**config.mk**
```make
export PLATFORM = sky130hd
export DESIGN_NAME = ipv4_port_text_validator_unit
export DESIGN_NICKNAME = d
export VERILOG_FILES = /design/src/sv/ipv4v_pkg.sv /design/src/sv/ipv4_port_text_validator_unit.sv /design/src/sv/ipv4v_scan.sv
export SDC_FILE = /design/constraint.sdc
export NUM_CORES = 1
export LEC_CHECK = 0
export BUFFER_PORTS_ARGS = -buffer_cell sky130_fd_sc_hd__buf_2
export CAP_MARGIN = 20
export CELL_PAD_IN_SITES_DETAIL_PLACEMENT = 1
export CELL_PAD_IN_SITES_GLOBAL_PLACEMENT = 2
export CORE_MARGIN = 10
export CORE_UTILIZATION = 38
export CTS_BUF_LIST = sky130_fd_sc_hd__clkbuf_4 sky130_fd_sc_hd__clkbuf_8
export CTS_CLUSTER_SIZE = 10
export DETAILED_ROUTE_END_ITERATION = 12
export PLACE_DENSITY_LB_ADDON = 0.1
export SYNTH_ARGS = -nofsm -noshare
export SYNTH_HDL_FRONTEND = slang
export SYNTH_SLANG_ARGS = --single-unit
```
**constraint.sdc**
```tcl
create_clock -name clk -period 4 [get_ports clk]
set_input_delay 0.4 -clock clk [delete_from_list [all_inputs] [get_ports clk]]
set_output_delay 0.4 -clock clk [all_outputs]
set_load 0.02 [all_outputs]
```
**src/sv/ipv4v_pkg.sv**
```systemverilog
`timescale 1ns / 1ps
// ----------------------------------------------------------------------------
// ipv4v_pkg
// shared types and character constants for the address text validator
// ----------------------------------------------------------------------------
package ipv4v_pkg;

	localparam int unsigned CHAR_W  = 8;
	localparam int unsigned VALUE_W = 17;

	localparam logic [CHAR_W-1:0] CHAR_DOT   = 8'h2E;
	localparam logic [CHAR_W-1:0] CHAR_COLON = 8'h3A;
	localparam logic [CHAR_W-1:0] CHAR_ZERO  = 8'h30;
	localparam logic [CHAR_W-1:0] CHAR_NINE  = 8'h39;

	localparam logic [VALUE_W-1:0] PORT_MAX  = 17'd65535;
	localparam logic [VALUE_W-1:0] OCTET_MAX = 17'd255;
	localparam logic [VALUE_W-1:0] VALUE_SAT = 17'd65536;

	localparam logic [1:0] DOTS_FULL   = 2'd3;
	localparam logic [1:0] DIGITS_FULL = 2'd2;

	// verdict handed from the scanner to the output stage
	typedef struct packed {
		logic valid;
		logic address_valid;
	} verdict_t;

endpackage

```
**src/sv/ipv4_port_text_validator_unit.sv**
```systemverilog
`timescale 1ns / 1ps
// ----------------------------------------------------------------------------
// ipv4_port_text_validator_unit
// checks an a.b.c.d:port text streamed one character per transfer
// ----------------------------------------------------------------------------
// usage:
//   s_* carries one character per transfer, tlast on the final character.
//   m_* carries one verdict per text, given for the tlast character only.
//   characters without tlast update the running state and give no output.
// timing:
//   one character per cycle while s_tready is high; the tlast verdict is
//   registered in the output entry (skid entry when held). per-character work
//   is a small field value update (times ten plus digit) and a few compares.
// stall:
//   the verdict sits in an output register with a one-entry skid behind it,
//   so s_tready stays high while one verdict waits; it drops only when both
//   the output and the skid entry hold verdicts.
// reset:
//   arst_n clears the text state and both output entries; the next
//   character begins a new text.
// ----------------------------------------------------------------------------
module ipv4_port_text_validator_unit (
	input  logic       clk,
	input  logic       arst_n,
	input  logic       s_tvalid,
	output logic       s_tready,
	input  logic [7:0] s_tdata,  // [7:0] char_code
	input  logic       s_tlast,  // last_char
	output logic       m_tvalid,
	input  logic       m_tready,
	output logic [7:0] m_tdata   // [0] address_valid, [7:1] zero
);
	import ipv4v_pkg::*;

	verdict_t verdict;
	logic     step;
	logic     out_vld_q;
	logic     out_bit_q;
	logic     skid_vld_q;
	logic     skid_bit_q;
	logic     out_free;

	assign s_tready = !skid_vld_q;
	assign step     = s_tvalid && s_tready;
	assign out_free = !out_vld_q || m_tready;

	ipv4v_scan u_scan (
		.clk       (clk),
		.arst_n    (arst_n),
		.step      (step),
		.char_code (s_tdata),
		.last_char (s_tlast),
		.verdict   (verdict)
	);

	always_ff @(posedge clk or negedge arst_n) begin
		if (!arst_n) begin
			out_vld_q  <= 1'b0;
			out_bit_q  <= 1'b0;
			skid_vld_q <= 1'b0;
			skid_bit_q <= 1'b0;
		end else begin
			priority if (skid_vld_q) begin
				// no new verdict can arrive while skid is full
				if (out_free) begin
					out_vld_q  <= 1'b1;
					out_bit_q  <= skid_bit_q;
					skid_vld_q <= 1'b0;
				end
			end else if (verdict.valid) begin
				if (out_free) begin
					out_vld_q <= 1'b1;
					out_bit_q <= verdict.address_valid;
				end else begin
					skid_vld_q <= 1'b1;
					skid_bit_q <= verdict.address_valid;
				end
			end else begin
				if (m_tready) begin
					out_vld_q <= 1'b0;
				end
			end
		end
	end

	assign m_tvalid = out_vld_q;
	assign m_tdata  = {7'd0, out_bit_q};

endmodule

```
**src/sv/ipv4v_scan.sv**
```systemverilog
`timescale 1ns / 1ps
// ----------------------------------------------------------------------------
// ipv4v_scan
// per-character state update and verdict on the marked last character
// ----------------------------------------------------------------------------
module ipv4v_scan (
	input  logic                       clk,
	input  logic                       arst_n,
	input  logic                       step,
	input  logic [ipv4v_pkg::CHAR_W-1:0] char_code,
	input  logic                       last_char,
	output ipv4v_pkg::verdict_t        verdict
);
	import ipv4v_pkg::*;

	logic [1:0]         dots_seen_q;
	logic               colon_seen_q;
	logic               failed_q;
	logic [VALUE_W-1:0] field_value_q;
	logic               prev_was_digit_q;
	logic [1:0]         digits_in_field_q;
	logic               field_starts_zero_q;

	logic [1:0]         dots_n;
	logic               colon_n;
	logic               failed_n;
	logic [VALUE_W-1:0] value_n;
	logic               prev_n;
	logic [1:0]         digits_n;
	logic               starts_zero_n;

	logic               is_digit;
	logic [3:0]         digit;
	logic [VALUE_W+3:0] value_x10;
	logic               octet_big;

	assign is_digit  = (char_code >= CHAR_ZERO) && (char_code <= CHAR_NINE);
	assign digit     = 4'(char_code - CHAR_ZERO);
	// times ten as two shifts and an add
	assign value_x10 = {field_value_q, 3'b000} + {2'b00, field_value_q, 1'b0}
		+ {17'd0, digit};
	assign octet_big = field_value_q > OCTET_MAX;

	always_comb begin
		dots_n        = dots_seen_q;
		colon_n       = colon_seen_q;
		failed_n      = failed_q;
		value_n       = '0;
		prev_n        = 1'b0;
		digits_n      = '0;
		starts_zero_n = 1'b0;
		priority if (is_digit) begin
			starts_zero_n = field_starts_zero_q;
			if (digits_in_field_q == 2'd0) begin
				starts_zero_n = (digit == 4'd0);
			end else if (field_starts_zero_q) begin
				failed_n = 1'b1;
			end
			digits_n = (digits_in_field_q < DIGITS_FULL) ? 2'(digits_in_field_q + 2'd1)
				: digits_in_field_q;
			value_n = (value_x10 > {4'd0, VALUE_SAT}) ? VALUE_SAT : value_x10[VALUE_W-1:0];
			if (value_n > PORT_MAX) begin
				failed_n = 1'b1;
			end
			prev_n = 1'b1;
		end else if (char_code == CHAR_DOT) begin
			if (!prev_was_digit_q || colon_seen_q || dots_seen_q == DOTS_FULL || octet_big) begin
				failed_n = 1'b1;
			end
			if (dots_seen_q != DOTS_FULL) begin
				dots_n = 2'(dots_seen_q + 2'd1);
			end
		end else if (char_code == CHAR_COLON) begin
			if (!prev_was_digit_q || colon_seen_q || dots_seen_q != DOTS_FULL || octet_big) begin
				failed_n = 1'b1;
			end
			colon_n = 1'b1;
		end else begin
			failed_n = 1'b1;
		end
	end

	always_comb begin
		verdict.valid         = step && last_char;
		verdict.address_valid = !failed_n && (dots_n == DOTS_FULL) && colon_n && prev_n
			&& (value_n <= PORT_MAX);
	end

	always_ff @(posedge clk or negedge arst_n) begin
		if (!arst_n) begin
			dots_seen_q         <= '0;
			colon_seen_q        <= 1'b0;
			failed_q            <= 1'b0;
			field_value_q       <= '0;
			prev_was_digit_q    <= 1'b0;
			digits_in_field_q   <= '0;
			field_starts_zero_q <= 1'b0;
		end else if (step) begin
			if (last_char) begin
				// text done, next transfer starts a new one
				dots_seen_q         <= '0;
				colon_seen_q        <= 1'b0;
				failed_q            <= 1'b0;
				field_value_q       <= '0;
				prev_was_digit_q    <= 1'b0;
				digits_in_field_q   <= '0;
				field_starts_zero_q <= 1'b0;
			end else begin
				dots_seen_q         <= dots_n;
				colon_seen_q        <= colon_n;
				failed_q            <= failed_n;
				field_value_q       <= value_n;
				prev_was_digit_q    <= prev_n;
				digits_in_field_q   <= digits_n;
				field_starts_zero_q <= starts_zero_n;
			end
		end
	end

endmodule

```
### Word level (Yosys, flattened, before mapping)

Cells that the tools add are included.

| storage, ports and cells | value |
|---|---|
| flip-flop bits (word level) | 29 |

| operators by class | value |
|---|---|
| add/sub/neg operators | 5 |
| order comparisons | 7 |
| eq/ne operators | 7 |
| multiplexer cells | 39 |
| bitwise operators | 2 |
| reductions and logical operators | 25 |

Operators with widths:

| kind | number |
|---|---|
| 17-bit 2-to-1 mux | 3 |
| 1-bit 2-to-1 mux | 29 |
| 20-bit by 18-bit adder with 21-bit output | 1 |
| 21-bit by 4-bit adder with 21-bit output | 1 |
| 21-bit by 17-bit > comparator with 1-bit output (second input constant) | 1 |
| 17-bit by 16-bit > comparator with 1-bit output (second input constant) | 1 |
| 17-bit by 8-bit > comparator with 1-bit output (second input constant) | 1 |
| 17-bit by 16-bit <= comparator with 1-bit output (second input constant) | 1 |
| 8-bit by 6-bit == test with 1-bit output (second input constant) | 2 |
| 2-bit 2-to-1 mux | 7 |
| 8-bit by 6-bit greater-or-equal comparator with 1-bit output (second input constant) | 1 |
| 8-bit by 6-bit <= comparator with 1-bit output (second input constant) | 1 |
| 1-bit logical AND | 7 |
| 1-bit logical OR | 6 |
| 3-bit != test (second input constant) | 2 |
| 2-bit AND reduction | 3 |
| 2-bit by 1-bit adder with 2-bit output (second input constant) | 2 |
| 2-bit == test (second input constant) | 2 |
| 1-bit logical NOT | 4 |
| 4-bit logical NOT | 1 |
| 4-bit by 1-bit subtractor with 4-bit output (second input constant) | 1 |
| 3-bit AND reduction | 1 |
| 3-bit nonzero test | 1 |
| 2-bit logical NOT | 1 |
| 4 further kinds | 5 |

### Logic depth before layout (Yosys ltp)

| depth | value |
|---|---|
| depth in word-level cells | 16 |
| gate-level depth with buffers | 12 |

### By module

Synthesis repeated with hierarchy kept, for this count alone.

| second synthesis, totals | value |
|---|---|
| cells, all modules | 319 |
| area, all modules | 2,782.7 µm² |

By module, submodules not included:

| module | times used | cells an instance | area an instance (µm²) |
|---|---|---|---|
| ipv4v_scan | 1 | 293 | 2,527.4 |
| ipv4_port_text_validator_unit | 1 | 26 | 255.2 |

### Worst setup path before layout

Ideal clock, no wire load.

| timing | value |
|---|---|
| path type | input port to flip-flop |
| start | input s_tdata[3] |
| end | register u_scan.field_value_q[3] |
| setup time | 0.110 ns |
| arrival | 3.273 ns |
| data required time | 3.890 ns |
| slack | 0.617 ns |
| stages | 11 |
| buffers on the path | 0 |
| path through | inv_1 fa_1 fa_1 nand2b_1 a211o_1 o21a_1 and2_1 a21bo_2 nor4b_1 a31oi_1 o41ai_1 |

| between the ends | value |
|---|---|
| cells in the longest elaborated chain, start to end | 6 |
| elaborated cells between the ends (all ways) | 9 |
| classes of those cells | add/sub (2); order compare (3); mux (3); reduce/logical (1) |

RTL lines:

| item | line | text |
|---|---|---|
| from (decl) | ipv4_port_text_validator_unit.sv:27 | `input logic [7:0] s_tdata,` |
| 4-bit by 1-bit subtractor with 4-bit output | ipv4v_scan.sv:38 | `assign digit = 4'(char_code - CHAR_ZERO);` |
| 21-bit by 4-bit adder with 21-bit output | ipv4v_scan.sv:41 | `+ {17'd0, digit};` |
| 21-bit by 17-bit > comparator with 1-bit output | ipv4v_scan.sv:61 | `value_n = (value_x10 > {4'd0, VALUE_SAT}) ? VALUE_SAT : value_x10[VALUE_W-1:0];` |
| 17-bit 2-to-1 mux | ipv4v_scan.sv:61 |  |
| 17-bit 2-to-1 mux * | ipv4v_scan.sv:52 | `priority if (is_digit) begin` |
| 17-bit 2-to-1 mux * | ipv4v_scan.sv:99 | `if (last_char) begin` |
| to (signal assigned) | ipv4v_scan.sv:112 | `field_value_q <= value_n;` |
| to (decl) | ipv4v_scan.sv:19 | `logic [VALUE_W-1:0] field_value_q;` |

Mark *: on every way between the ends. The rest lies on a longest branch, timed or not.
A chain may end at the register's enable or synchronous reset.

### Worst setup path after layout

| timing | value |
|---|---|
| start | register u_scan.field_value_q[2] |
| end | register u_scan.field_value_q[6] |

| between the ends | value |
|---|---|
| cells in the longest elaborated chain, start to end | 6 |

RTL lines:

| item | line | text |
|---|---|---|
| 20-bit by 18-bit adder with 21-bit output * | ipv4v_scan.sv:40 | `assign value_x10 = {field_value_q, 3'b000} + {2'b00, field_value_q, 1'b0}` |
| 21-bit by 4-bit adder with 21-bit output * | ipv4v_scan.sv:41 |  |
| 21-bit by 17-bit > comparator with 1-bit output | ipv4v_scan.sv:61 |  |
| 17-bit 2-to-1 mux * | ipv4v_scan.sv:61 |  |
| 17-bit 2-to-1 mux * | ipv4v_scan.sv:52 |  |
| 17-bit 2-to-1 mux * | ipv4v_scan.sv:99 |  |

Marks and branches as above.

==> impl_metrics.toml <==
[run_status]
status = "finished, final reports clean"

[logic_synthesis]
synth_edf_count = 0
synthDominantCellAreaShare = 0.277
avgSynthCellArea_um2 = 8.61
synth_area_um2 = 2620
yosysWarnings = 0
synthTopCellsByArea = "dfrtp_1, ha_1, a21oi_1, nand2_1, o21ai_0"
yosys.cell_types.count = 56
synth_seq_cells = 29
synth_ff_type = "dfrtp_1"
yosysMostFrequentCell = "ha_1"
netlist_top_cells_count = "ha_1, nand2_1, dfrtp_1"
synthCells = 304
yosysSeqAreaShare = 0.277
synth_top_cell_by_area = "dfrtp_1"
async_reset_ff_frac = 1.00

[drt]
top_layer_used = "met4"
dr.pass1.iters = 4
vias_per_cell = 5.75
wl_per_cell_um = 17.8
ant_nets = 0
wl_met1_mm = 3.56
routed_wl_mm = 7.13
num_vias = 2299
wl_met2_mm = 3.34
route.met3.wl_um = 150
drtIter0Drc = 49
drc = 0

[cts]
clock_path_buffers = 2
cts.hold.buffers_added = 0
cts_resized = 0
clock_sinks = 29
cts_tree = "built"
clk_latency_ps = 280
h-tree-depth = 2
clk_pin_slew_ps = 70
root_buffer = "clkbuf_8"
postCtsSetupBuffers = 0
cts_buffers = 5

[sta]
clock.fmax_mhz = 271
worst_slew_pin_slew_ps = 651
min_period_ps = 3690
slew_viol_final = 0
grt_setup_unrepaired = "no"
fin_worst_skew_ps = 3.64
maxSlewHeadroom = 0.565
hold_viol_final = 0
fin_crit_sh = 0.922
setup_viol = 0
setup_tns_ps = 0

[grt]
grt_pass1_wl_mm = 12.0
grt_pass1_vias = 2339
grt_max_degree = 30
grt_usage = 0.141
globalRoute.totalOverflow = 0
antenna_found_initial = 0

[floorplan]
core_area_um2 = 6760
initial_core_util = 0.387
die_h_um = 103
die_w_um = 103
rows = 30
die_area_um2 = 10600
ioPinCount = 23

[placement]
place_congestion = 0.800
portBuffers = 15
hpwlAfterDp_mm = 5.67

[power]
leakagePower_uw = 0.00139
p_per_area_nw_per_um2 = 251
vdd_drop_max_mv = 0.194

[worst_setup_path]
end_kind = "flop"
critPathArrivalTime_ps = 3830
cp.required_ps = 4140
cp-startpoint = "u_scan.field_value_q[2]"
worstPathMaxFanout = 9
rr_startpoint = "u_scan.field_value_q[2]"
startpoint_type = "flop"
crit_type = "reg -> reg"

[cells_and_area]
largest_reg_flops = 17
nFillCells = 827
multi_input_area_um2 = 1740
top_register = "u_scan.field_value_q"
postLayoutCoreUtil = 0.428
drive_above_1_share = 0.122
fin_nets = 368
regArea_um2 = 726
syn_to_final_growth_pct = 10.4
top_regs = "u_scan.field_value_q: 17 flops, u_scan.digits_in_field_q: 2 flops, u_scan.dots_seen_q: 2 flops"
diodes = 0

[worst_hold_path]
hold_path.class = "in -> async"

[job]
max_cap_violations = 0
-- cell usage in the layout (no fill, tap or decap), types with 4 or more instances in the layout --
cell type	synthesis	routed
ha_1	34	34
nand2_1	32	32
dfrtp_1	29	29
a21oi_1	26	26
o21ai_0	23	23
inv_1	18	18
buf_2	0	15
nor2_1	14	14
nand3_1	9	9
conb_1	1	7
xnor2_1	6	6
nand4_1	6	6
xor2_1	6	6
buf_4	8	6
o41ai_1	5	5
clkbuf_8	0	5
nand2b_1	4	4
o31ai_1	4	4
a31oi_1	4	4
nor3_1	4	4
-- final cells by class --
class,count,share of cell area
multi-input cells,244,0.603
flip-flops and latches,29,0.251
repair buffers,21,0.0416
well taps,80,0.0346
clock buffers,5,0.0238
inverters,18,0.0234
clock inverters,3,0.0225
-- report_power, final --
part	total (µW)	switching, µW	internal (µW)
Sequential	300	3.03	297
Combinational	60.6	43.0	17.6
Clock	365	117	247
Total	726	163	562
-- cell families after synthesis --
logic type                 count (synthesis)  synth area share
and+or+nand+nor                           95             0.189
AOI/OAI and AO/OA                         91             0.235
buffers and inverters                     37            0.0674
adders and majority gates                 36             0.178
DFF                                       29             0.277
xor gates and xnor gates                  12            0.0402
muxes                                      3            0.0115
other                                      1           0.00143
-- path summary, 6_finish.rpt --
| path | slack (ps) | to | depth (start not counted) |
|---|---|---|---|
| setup / recovery | 310 | u_scan.field_value_q[6] | 12 |
| setup reg to reg | 310 | u_scan.field_value_q[6] | 12 |
| hold / removal | 140 | u_scan.field_value_q[15] | 1 |
| min in group clk | 380 | u_scan.dots_seen_q[1] | 2 |
| max in group asynchronous | 3430 | u_scan.field_value_q[6] | 1 |
| hold reg to reg | 480 | u_scan.digits_in_field_q[0] | 1 |
-- through the flow --
stage / power (µW) / instances / setup slack [ps] / hold slack [ps] / instance area [µm²]
5_1_grt: 758 / 400 / 11.9 / 187 / 2890
4_1_cts: 735 / 400 / 241 / 172 / 2880
2_1_floorplan: 346 / 310 / 617 / 104 / 2640
3_5_place_dp: 367 / 392 / 148 / 470 / 2750
6_report: 726 / 400 / 312 / 143 / 2890
3_3_place_gp: 367 / 392 / 205 / 461 / 2750
-- critical path, stage by stage, from the launching register on --
cell and delay (ps):
dfrtp_1 390, inv_1 100, fa_1 460, fa_1 470
nand2b_1 190, a211o_1 320, o21a_1 220, and2_1 190
a21bo_2 210, nor4b_1 270, a31oi_1 120, buf_4 180
o41ai_1 430
-- per-layer routing --
metal  GRT usage  vias to the layer above
met4      0.0321                        0
met1       0.196                     1124
met2       0.221                       25
met3      0.0261                        6
met5           0                        -
li1            -                     1144
Note: power is estimated with default switching activity, not from simulation.
